$ cat src/sv/swm_pkg.sv
`default_nettype none

package swm_pkg;

	localparam int FIELD_W          = 16;
	localparam int CFG_W            = 7;
	localparam int DEF_MAX_WINDOW   = 64;
	localparam int DEF_SAMPLE_WIDTH = 16;

	localparam logic [CFG_W-1:0] WINDOW_LEN_RST = 7'd3;

	typedef struct packed {
		logic start;
		logic step;
		logic finish;
		logic load_out;
	} swm_cmd_t;

	typedef struct packed {
		logic empty_pass;
		logic last_in;
		logic result;
	} swm_status_t;

endpackage

`default_nettype wire

$ cat src/sv/sliding_window_median_unit.sv
// Running median filter: each transfer on the input channel brings one unsigned sample; once
// window_len samples are held, every input gives one output transfer carrying the median of the
// last window_len (at most MAX_WINDOW) samples (the lower middle value for an even length, the
// sample itself for a length of one or zero). A write to window_len empties the window. The
// samples are kept in an arrival ring and a sorted store, each a memory with one read and one
// write port; each item makes one merge pass over the sorted store, one entry per cycle, that
// removes the sample leaving the window and inserts the new one. The input is stalled while an
// item is in the merge-pass and last-entry states, and also for as long as a finished result
// waits for the previous one to leave the output register.
`default_nettype none

module sliding_window_median_unit #(
	parameter int MAX_WINDOW   = swm_pkg::DEF_MAX_WINDOW,
	parameter int SAMPLE_WIDTH = swm_pkg::DEF_SAMPLE_WIDTH
) (
	input  wire                         clk,
	input  wire                         arst_n,
	input  wire                         in_valid,
	output logic                        in_stall,
	input  wire [swm_pkg::FIELD_W-1:0]  sample,
	output logic                        out_valid,
	input  wire                         out_stall,
	output logic [swm_pkg::FIELD_W-1:0] median,
	input  wire                         window_len_we,
	input  wire [swm_pkg::CFG_W-1:0]    window_len
);
	import swm_pkg::*;

	swm_cmd_t    cmd;
	swm_status_t status;

	swm_ctrl u_ctrl (
		.clk       (clk),
		.arst_n    (arst_n),
		.in_valid  (in_valid),
		.out_stall (out_stall),
		.status    (status),
		.cmd       (cmd),
		.in_stall  (in_stall),
		.out_valid (out_valid)
	);

	swm_dpath #(
		.MAX_WINDOW   (MAX_WINDOW),
		.SAMPLE_WIDTH (SAMPLE_WIDTH)
	) u_dpath (
		.clk           (clk),
		.arst_n        (arst_n),
		.cmd           (cmd),
		.sample        (sample),
		.window_len_we (window_len_we),
		.window_len    (window_len),
		.status        (status),
		.median        (median)
	);

endmodule

`default_nettype wire

$ cat src/sv/swm_ctrl.sv
`default_nettype none

module swm_ctrl (
	input  wire                  clk,
	input  wire                  arst_n,
	input  wire                  in_valid,
	input  wire                  out_stall,
	input  swm_pkg::swm_status_t status,
	output swm_pkg::swm_cmd_t    cmd,
	output logic                 in_stall,
	output logic                 out_valid
);
	import swm_pkg::*;

	localparam logic [1:0] ST_IDLE = 2'd0;
	localparam logic [1:0] ST_PASS = 2'd1;
	localparam logic [1:0] ST_LAST = 2'd2;
	localparam logic [1:0] ST_OUT  = 2'd3;

	logic [1:0] state_q;
	logic [1:0] state_nxt;
	logic       out_valid_q;
	logic       out_free;

	assign out_free  = !out_valid_q || !out_stall;
	assign in_stall  = (state_q != ST_IDLE);
	assign out_valid = out_valid_q;

	always_comb begin
		state_nxt    = state_q;
		cmd          = '0;
		unique case (state_q)
			ST_IDLE: begin
				if (in_valid) begin
					cmd.start = 1'b1;
					state_nxt = status.empty_pass ? ST_LAST : ST_PASS;
				end
			end
			ST_PASS: begin
				cmd.step = 1'b1;
				if (status.last_in) begin
					state_nxt = ST_LAST;
				end
			end
			ST_LAST: begin
				cmd.finish = 1'b1;
				state_nxt  = status.result ? ST_OUT : ST_IDLE;
			end
			ST_OUT: begin
				if (out_free) begin
					cmd.load_out = 1'b1;
					state_nxt    = ST_IDLE;
				end
			end
			default: begin
				state_nxt = ST_IDLE;
			end
		endcase
	end

	always_ff @(posedge clk or negedge arst_n) begin
		if (!arst_n) begin
			state_q     <= ST_IDLE;
			out_valid_q <= 1'b0;
		end else begin
			state_q <= state_nxt;
			if (cmd.load_out) begin
				out_valid_q <= 1'b1;
			end else if (out_valid_q && !out_stall) begin
				out_valid_q <= 1'b0;
			end
		end
	end

	a_load_only_in_out: assert property (@(posedge clk) disable iff (!arst_n)
		cmd.load_out |-> (state_q == ST_OUT))
		else $error("result loaded outside output state");

	a_out_leaves: assert property (@(posedge clk) disable iff (!arst_n)
		(state_q == ST_OUT) && out_free |=> (state_q == ST_IDLE) && out_valid_q)
		else $error("output state did not hand over result");

	a_pass_after_start: assert property (@(posedge clk) disable iff (!arst_n)
		cmd.start && !status.empty_pass |=> (state_q == ST_PASS))
		else $error("merge pass not entered after transfer");

endmodule

`default_nettype wire

$ cat src/sv/swm_dpath.sv
`default_nettype none

module swm_dpath #(
	parameter int MAX_WINDOW   = swm_pkg::DEF_MAX_WINDOW,
	parameter int SAMPLE_WIDTH = swm_pkg::DEF_SAMPLE_WIDTH
) (
	input  wire                         clk,
	input  wire                         arst_n,
	input  swm_pkg::swm_cmd_t           cmd,
	input  wire [swm_pkg::FIELD_W-1:0]  sample,
	input  wire                         window_len_we,
	input  wire [swm_pkg::CFG_W-1:0]    window_len,
	output swm_pkg::swm_status_t        status,
	output logic [swm_pkg::FIELD_W-1:0] median
);
	import swm_pkg::*;

	localparam int AW = (MAX_WINDOW > 1) ? $clog2(MAX_WINDOW) : 1;
	localparam int LW = $clog2(MAX_WINDOW + 1);
	localparam int DW = (SAMPLE_WIDTH < FIELD_W) ? SAMPLE_WIDTH : FIELD_W;

	logic [DW-1:0] ring_mem   [MAX_WINDOW];
	logic [DW-1:0] sorted_mem [MAX_WINDOW];

	logic [CFG_W-1:0] wlen_q;
	logic [LW-1:0]    fill_q;
	logic [AW-1:0]    oldest_q;
	logic [DW-1:0]    old_q;
	logic [DW-1:0]    srd_q;
	logic [DW-1:0]    buf_q;
	logic [DW-1:0]    med_q;
	logic [DW-1:0]    out_q;
	logic [LW-1:0]    n_q;
	logic [LW-1:0]    j_q;
	logic [LW-1:0]    w_q;
	logic             skipped_q;
	logic             full_pass_q;
	logic             res_q;

	logic [LW-1:0] len;
	logic [LW-1:0] mid;
	logic          full;
	logic [LW-1:0] n_nxt;
	logic [LW-1:0] j_nxt;
	logic [LW-1:0] fill_inc;
	logic [AW-1:0] oldest_inc;
	logic [AW-1:0] ring_addr;
	logic [DW-1:0] s_in;
	logic          skip;
	logic [DW-1:0] emit_v;
	logic [DW-1:0] keep_v;
	logic          s_re;
	logic          s_we;
	logic [AW-1:0] s_raddr;
	logic [DW-1:0] s_wdata;

	always_comb begin
		if (wlen_q == '0) begin
			len = LW'(1);
		end else if (32'(wlen_q) > 32'(MAX_WINDOW)) begin
			len = LW'(MAX_WINDOW);
		end else begin
			len = LW'(wlen_q);
		end
	end

	assign mid        = (len - LW'(1)) >> 1;
	assign full       = (fill_q >= len);
	assign n_nxt      = full ? len : fill_q;
	assign j_nxt      = j_q + LW'(1);
	assign fill_inc   = fill_q + LW'(1);
	assign oldest_inc = oldest_q + AW'(1);
	assign ring_addr  = full ? oldest_q : fill_q[AW-1:0];
	assign s_in       = DW'(sample);

	assign skip   = full_pass_q && !skipped_q && (srd_q == old_q);
	assign emit_v = (buf_q < srd_q) ? buf_q : srd_q;
	assign keep_v = (buf_q < srd_q) ? srd_q : buf_q;

	assign s_re    = (cmd.start && (n_nxt != '0)) || (cmd.step && (j_nxt < n_q));
	assign s_raddr = cmd.start ? '0 : j_nxt[AW-1:0];
	assign s_we    = (cmd.step && !skip) || cmd.finish;
	assign s_wdata = cmd.finish ? buf_q : emit_v;

	assign status.empty_pass = (n_nxt == '0);
	assign status.last_in    = (j_nxt == n_q);
	assign status.result     = res_q;
	assign median            = FIELD_W'(out_q);

	always_ff @(posedge clk) begin
		if (cmd.start) begin
			ring_mem[ring_addr] <= s_in;
			if (full) begin
				old_q <= ring_mem[ring_addr];
			end
		end
	end

	always_ff @(posedge clk) begin
		if (s_we) begin
			sorted_mem[w_q[AW-1:0]] <= s_wdata;
		end
		if (s_re) begin
			srd_q <= sorted_mem[s_raddr];
		end
	end

	always_ff @(posedge clk or negedge arst_n) begin
		if (!arst_n) begin
			wlen_q   <= WINDOW_LEN_RST;
			fill_q   <= '0;
			oldest_q <= '0;
		end else if (window_len_we) begin
			wlen_q   <= window_len;
			fill_q   <= '0;
			oldest_q <= '0;
		end else if (cmd.start) begin
			if (!full) begin
				fill_q <= fill_inc;
			end else if (LW'(oldest_inc) == len || oldest_inc == '0) begin
				oldest_q <= '0;
			end else begin
				oldest_q <= oldest_inc;
			end
		end
	end

	always_ff @(posedge clk) begin
		if (cmd.start) begin
			buf_q       <= s_in;
			n_q         <= n_nxt;
			j_q         <= '0;
			w_q         <= '0;
			skipped_q   <= 1'b0;
			full_pass_q <= full;
			res_q       <= full || (fill_inc == len);
		end else if (cmd.step) begin
			j_q <= j_nxt;
			if (skip) begin
				skipped_q <= 1'b1;
			end else begin
				buf_q <= keep_v;
				w_q   <= w_q + LW'(1);
				if (w_q == mid) begin
					med_q <= emit_v;
				end
			end
		end else if (cmd.finish) begin
			if (w_q == mid) begin
				med_q <= buf_q;
			end
		end
		if (cmd.load_out) begin
			out_q <= med_q;
		end
	end

	a_fill_bounded: assert property (@(posedge clk) disable iff (!arst_n)
		fill_q <= len)
		else $error("fill count beyond window length");

	a_write_behind_read: assert property (@(posedge clk) disable iff (!arst_n)
		cmd.step |-> (w_q <= j_q))
		else $error("sorted write overtook read");

	a_oldest_while_filling: assert property (@(posedge clk) disable iff (!arst_n)
		!full |-> (oldest_q == '0))
		else $error("oldest slot moved before window filled");

endmodule

`default_nettype wire
$ cat config.mk
export PLATFORM = sky130hd
export DESIGN_NAME = sliding_window_median_unit
export DESIGN_NICKNAME = d
export VERILOG_FILES = /design/src/sv/swm_pkg.sv /design/src/sv/sliding_window_median_unit.sv /design/src/sv/swm_ctrl.sv /design/src/sv/swm_dpath.sv
export SDC_FILE = /design/constraint.sdc
export NUM_CORES = 2
export LEC_CHECK = 0
export BUFFER_PORTS_ARGS = -buffer_cell sky130_fd_sc_hd__buf_2
export CAP_MARGIN = 25
export CORE_ASPECT_RATIO = 2
export CORE_MARGIN = 3
export CORE_UTILIZATION = 60
export DETAILED_ROUTE_END_ITERATION = 10
export GPL_TIMING_DRIVEN = 0
export MAX_ROUTING_LAYER = met4
export PLACE_DENSITY_LB_ADDON = 0.05
export SETUP_SLACK_MARGIN = 0.15
export SLEW_MARGIN = 30
export SYNTH_ARGS = -nofsm -noshare
export SYNTH_HDL_FRONTEND = slang
export SYNTH_SLANG_ARGS = --single-unit
$ cat constraint.sdc
create_clock -name clk -period 5.5 [get_ports clk]
set_clock_uncertainty 0.1 [all_clocks]
set_input_delay 1.1 -clock clk [delete_from_list [all_inputs] [get_ports clk]]
set_output_delay 1.1 -clock clk [all_outputs]
set_load 0.03 [all_outputs]
== After elaboration in Yosys (flattened, before gate mapping) ==
Memory sizes are Yosys's and may differ from the RTL's. A register that Yosys moved wholly into a read port is not among the register bits.
Cells that the tools add are included.
Word-level totals
  register bits after elaboration: 95
  RAM bits: 2048
  input bits: 28
  output and inout port bits: 18
  logic and storage cells: 117
  memories kept: 2
Memory list
  u_dpath.ring_mem: words 64, width 16, rd ports 1, clocked after Yosys merged registers in 1, write ports 1, line swm_dpath.sv:22  | logic [DW-1:0] ring_mem [MAX_WINDOW];
  u_dpath.sorted_mem: words 64, width 16, rd ports 1, clocked after Yosys merged registers in 1, write ports 1, line swm_dpath.sv:23  | logic [DW-1:0] sorted_mem [MAX_WINDOW];
Cells by class
  $add $sub $neg: 5
  magnitude comparators: 4
  equal/unequal tests: 14
  muxes and demuxes: 41
  bitwise logic cells: 2
  reductions and logical operators: 35
Operators by type and width (number)
  two-way mux 16 bit: 11
  two-way mux 7 bit: 6
  two-way mux 6 bit: 6
  adder 7 x 1 -> 7 bit (second input constant): 3
  == test 16 bit: 1
  < comparator 16 bit: 1
  == test 7 bit: 2
  zero test 7 bit: 2
  nonzero test 2 bit: 7
  two-way mux 1 bit: 12
  two-way mux 2 bit: 5
  AND reduction 2 bit: 5
  inequality test 2 bit (second input constant): 4
  case mux 2 bit (4 select lines): 1
  == test 6 x 7 -> 1 bit: 1
  == test 7 x 6 -> 1 bit: 1
  >= comparator 7 bit: 1
  > comparator 7 bit (second input constant): 1
  < comparator 7 bit: 1
  nonzero test 7 bit: 1
  subtractor 7 x 1 -> 7 bit (second input constant): 1
  adder 6 x 1 -> 6 bit (second input constant): 1
  logical AND 1 bit: 6
  zero test 6 bit: 1
  9 further kinds: 20

== Longest topological paths before layout ==
  word-level depth: 9
  mapped depth: 20
  gate-level depth less buffers: 15

== Hierarchy ==
From an unflattened synthesis, not the netlist that was laid out.
Unflattened totals
  cells, all modules: 7527
  area, all modules: 94486.9 um2
Modules (own cells, without submodules)
  swm_dpath: instances 1, cells each 7510, area each 94301.7 um2, seq. area each 64974.8 um2
  swm_ctrl: instances 1, cells each 17, area each 185.2 um2, seq. area each 75.1 um2

== Least setup slack after synthesis ==
OpenSTA, ideal clock, no wires.
  path type: reg-to-reg
  start: register u_dpath.wlen_q[3]
  end: memory u_dpath.ring_mem[11][0] (netlist bit), enable pin
  library setup time: 0.388 ns
  arrival time: 3.859 ns
  data required time: 5.012 ns
  setup slack: 1.153 ns
  cell stages (with the launch flop): 19
  buffers on the path: 6
  period minus slack after synthesis: 4.347 ns
  cells stage by stage: dfrtp_1 > buf_2 > nor4_1 > a21oi_1 > or2_1 > clkbuf_1 > inv_1 > ha_1 > nand2b_1 > a31oi_1 > o21a_4 > inv_4 > mux2i_1 > buf_6 > buf_2 > buf_2 > or3_1 > clkbuf_1 > nor2_1
On the way
  cells in the longest elaborated chain, start to end: 5
  elaborated cells on any way between the ends: 6
  those cells by class: 2 x order compare; 3 x mux; 1 x reduce/logical
RTL lines
  from (decl): line swm_dpath.sv:25  | logic [CFG_W-1:0] wlen_q;
  from (signal assigned): line swm_dpath.sv:114  | wlen_q <= window_len;
  > comparator 7 bit: line swm_dpath.sv:60  | end else if (32'(wlen_q) > 32'(MAX_WINDOW)) begin
  two-way mux 7 bit: line swm_dpath.sv:60
  two-way mux 7 bit *: line swm_dpath.sv:58  | if (wlen_q == '0) begin
  >= comparator 7 bit *: line swm_dpath.sv:68  | assign full = (fill_q >= len);
  named net u_dpath.full: line swm_dpath.sv:42  | logic full;
  two-way mux 6 bit *: line swm_dpath.sv:73  | assign ring_addr = full ? oldest_q : fill_q[AW-1:0];
  to (decl): line swm_dpath.sv:22
The timed path passes the listed nets; every way through them passes the cells marked *.

== Worst setup path after layout ==
  start: register u_dpath.j_q[0]
  end: register u_dpath.srd_q[3] (read register of u_dpath.sorted_mem) (data pin)
On the way
  cells in the longest elaborated chain, start to end: 4
  elaborated cells on any way between the ends: 5
  those cells by class: 1 x add/sub; 1 x order compare; 1 x mux; 2 x reduce/logical
RTL lines
  from (decl): line swm_dpath.sv:34  | logic [LW-1:0] j_q;
  from (signal assigned): line swm_dpath.sv:138  | j_q <= j_nxt;
  adder 7 x 1 -> 7 bit *: line swm_dpath.sv:70  | assign j_nxt = j_q + LW'(1);
  < comparator 7 bit: line swm_dpath.sv:80  | assign s_re = (cmd.start && (n_nxt != '0)) || (cmd.step && (j_nxt < n_q));
  logical AND 1 bit: line swm_dpath.sv:80
  logical OR 1 bit: line swm_dpath.sv:80
  to (decl): line swm_dpath.sv:29  | logic [DW-1:0] srd_q;
Every way passes the cells marked *; elsewhere a longest branch is shown, timed or not.
A chain may end at the register's enable or synchronous reset.

==> flow_summary.toml <==
[run_status]
status = "complete, but fails checks"
failed_checks = "negative setup slack"

[sta]
hold_viol_final = 0
worstMarginPinSlew_ns = 1.16
final-setup-viol-count = 1
slew_headroom_pct = 21.5
finalWorstSetupSlack_ns = -0.0527
layout_min_cycle_time_ns = 5.55
fmax_ghz = 0.180
fin_crit_sh_pct = 101
fin_tns_setup_ns = -0.0527
drv_slew = 0
rsz0062_at_grt = "true"

[synthesis]
synth_cells = 5163
post_synth_fa_ha_maj_area_fraction_pct = 0.491
synthArstFlopShare_pct = 1.06
syn_avg_cell_area_um2 = 16.8
yosys_warnings = 0
synth.cell_area_um2 = 86700
synth_area_leaders = "edfxtp_1 (74%), mux2i_1 (7.4%), o22ai_1 (2.3%)"
synth.largest_area_cell = "edfxtp_1"
synth-edff-count = 2137
synth_compound_area_share_pct = 7.47
synth_nets = 5225
netlist.area_leader.share_pct = 74.1
synth_xor_xnor_area_share_pct = 0.605
ys_types = 67
synth_top_flop_cell = "edfxtp_1"
synthSimpleGateAreaFrac_pct = 3.61
synth_top_family_by_area = "multiplexers"
synth-seq-cells = 2175
synth_mux_area_share_pct = 10.7
yosysSeqAreaShare_pct = 75.1

[layout]
post-route-util_pct = 69.4
design_area_um2 = 99200
mostFrequentLayoutCell = "edfxtp_1"
nets = 5589
num-fill-cells = 9260
layout-drive-gt1-share_pct = 18.7
instances_no_fill = 7585
final_cell_mix = "edfxtp_1 (2137), mux2i_1 (639), o22ai_1 (308), nand2_1 (249), o21ai_0 (193)"
area_delta_synth_final_pct = 14.5

[routing]
ant_nets = 0
drc = 0
routedWlPerCell_um = 40.4
avgViaCountPerCell = 6.82
firstDrtPassIters = 9
drt_iter0_drc = 5806
vias = 51695
drt_wl_total_um = 307000

[grt]
grt_max_degree = 66
overflow = 0
antenna_found_initial = 33
grt_pass1_wl_um = 418000
grt_use_total_pct = 43.5
first_global_vias = 51215

[worst_setup_path]
reg2reg_from = "u_dpath.j_q[0]"
r2r_slack_ns = -0.05
cp.required_ns = 6.00
r2r_end = "u_dpath.srd_q[3]"
critPathCaptureType = "register"
reg2reg_depth = 10
start_kind = "register"
critical_path_arrival_ns = 6.05
crit_fanout = 10
critPathKind = "reg -> reg"

[power]
power_density_nw_per_um2 = 568
p_clk_share_pct = 23.0
switching_share_pct = 39.3
power_frac_seq_pct = 39.0
p_comb_share_pct = 38.0
p_int_mw = 34.2
power.switching_mw = 22.2
power_leakage_nw = 34.5
peakVddDrop_mv = 0.512

[place]
place_area_um2 = 92400
dpl.hpwl_um = 219000
dp_cells = 7194
gp_congestion = 1.09
io_buffers = 44

[floorplanning]
start_util_pct = 60.6
core_area_um2 = 143000
io-pin-count = 46
die_height_um = 543
placementRows = 196
die_area_um2 = 149000
die_x_um = 275

[clocking]
clock_sinks = 2175
clk_pin_slew_ns = 0.07
cts.root.buffer_cell = "clkbuf_16"
clockBufferDepth = 4
cts_hold_buf = 0
cts.htree.levels = 4
clk-insertion-delay-late_ns = 0.84
cts_tree = "done"
cts_buffers = 185

[min_path]
hold_class = "in -> async"

[job]
maxCapViolCount = 0
==> kinds of logic after synthesis <==
family                     count (synthesis)
adders and majority gates                 34
AOI/OAI and AO/OA                       1033
muxes                                    814
and+or+nand+nor                          682
buffers and inverters                    366
xor gates and xnor gates                  59
DFF                                     2175
==> critical path, stage by stage (launching register included) <==
cell and delay (ns):
dfxtp_1 0.36, ha_1 0.34, xnor2_4 0.62, inv_2 0.34
nand2_1 0.61, clkbuf_2 0.46, clkbuf_1 0.60, a211oi_1 0.11
o311ai_0 1.02, o21ai_0 0.35, mux2i_1 0.38
==> sequential cells by signal (all words and copies together), names as in the netlist <==
register / flops
u_ctrl.out_valid: 1
u_dpath.sorted_mem: 1024
u_dpath.w_q: 7
u_ctrl.state_q: 2
u_dpath.n_q: 7
u_dpath.buf_q: 16
u_dpath.j_q: 7
u_dpath.skipped_q: 1
u_dpath.old_q: 16
u_dpath.med_q: 16
u_dpath.fill_q: 7
u_dpath.ring_mem: 1024
u_dpath.median: 16
u_dpath.oldest_q: 6
u_dpath.srd_q: 16
u_dpath.res_q: 1
u_dpath.wlen_q: 7
u_dpath.full_pass_q: 1
==> stage by stage <==
step | power [mW] | setup WS, ns | hold slack, ns
floorplan | 31.6 | 1.15 | 0.300
CTS | 54.9 | 0.0611 | 0.153
global route | 57.1 | -0.0247 | 0.200
global placement | 41.0 | -1.65 | 0.350
detailed placement | 42.2 | -0.809 | 0.368
finish | 56.3 | -0.0527 | 0.171
==> cell type report <==
class / count / area (um^2) / area share [%]
Sequential cell: 2175 / 65000 / 65.5
Multi-Input combinational cell: 2622 / 21300 / 21.5
Clock buffer: 233 / 4820 / 4.86
Timing Repair Buffer: 177 / 2650 / 2.67
Tap cell: 1881 / 2350 / 2.37
Buffer: 328 / 1800 / 1.82
Clock inverter: 95 / 980 / 0.987
Inverter: 38 / 149 / 0.150
Antenna cell: 36 / 90.1 / 0.0908
==> per-layer routing <==
metal,vias up,global-route usage [%],routed length (um)
met3,1420,10.8,23200
li1,21320,-,-
met1,25856,39.4,85100
met5,-,-,0
met4,0,47.0,44100
met2,3099,70.2,154000
==> how the worst max path moves through the flow <==
stage	from	to	slack (ns)	depth (start not counted)
after floorplan	u_dpath.wlen_q[3]	u_dpath.ring_mem[11][0]	1.15	18
after global placement	u_dpath.j_q[0]	u_dpath.srd_q[11]	-1.65	11
after detailed placement	u_dpath.wlen_q[3]	u_dpath.old_q[8]	-0.81	18
after CTS	u_dpath.wlen_q[3]	u_dpath.old_q[9]	0.06	20
after global routing	u_dpath.j_q[0]	u_dpath.srd_q[7]	-0.02	11
final	u_dpath.j_q[0]	u_dpath.srd_q[3]	-0.05	10
==> power groups by stage <==
stage | Clock, mW | Combinational [mW] | Sequential (mW)
floorplan | 0 | 9.42 | 22.2
global placement | 0 | 18.6 | 22.5
detailed placement | 0 | 19.9 | 22.3
CTS | 13.0 | 20.0 | 21.9
global route | 13.6 | 21.5 | 22.0
finish | 13.0 | 21.4 | 22.0
==> cells in the mapped netlist, drive strengths merged (15+ instances only) <==
| cell | n |
|---|---|
| nor2b | 51 |
| mux2i | 641 |
| buf | 184 |
| and3 | 16 |
| a311oi | 38 |
| xnor2 | 37 |
| nand2 | 255 |
| mux4 | 83 |
| nand3 | 29 |
| o21ai | 297 |
| xor2 | 22 |
| ha | 34 |
| nor2 | 196 |
| a2111oi | 28 |
| o221ai | 44 |
| dfrtp | 21 |
| o22ai | 312 |
| or3 | 46 |
| inv | 37 |
| edfxtp | 2137 |
| nand4 | 29 |
| a31oi | 19 |
| mux2 | 90 |
| dfxtp | 15 |
| and2 | 17 |
| a211oi | 91 |
| clkbuf | 144 |
| o211ai | 16 |
| a21oi | 138 |
==> timing repair <==
action / 4_1_cts / 5_1_grt
pin swaps: 4 / 17
setup buffers: 7 / 16
gates resized for setup: 75 / 93
endpoints found under the setup margin: 650 / 427
No activity file was read; power rests on OpenSTA's default activity.
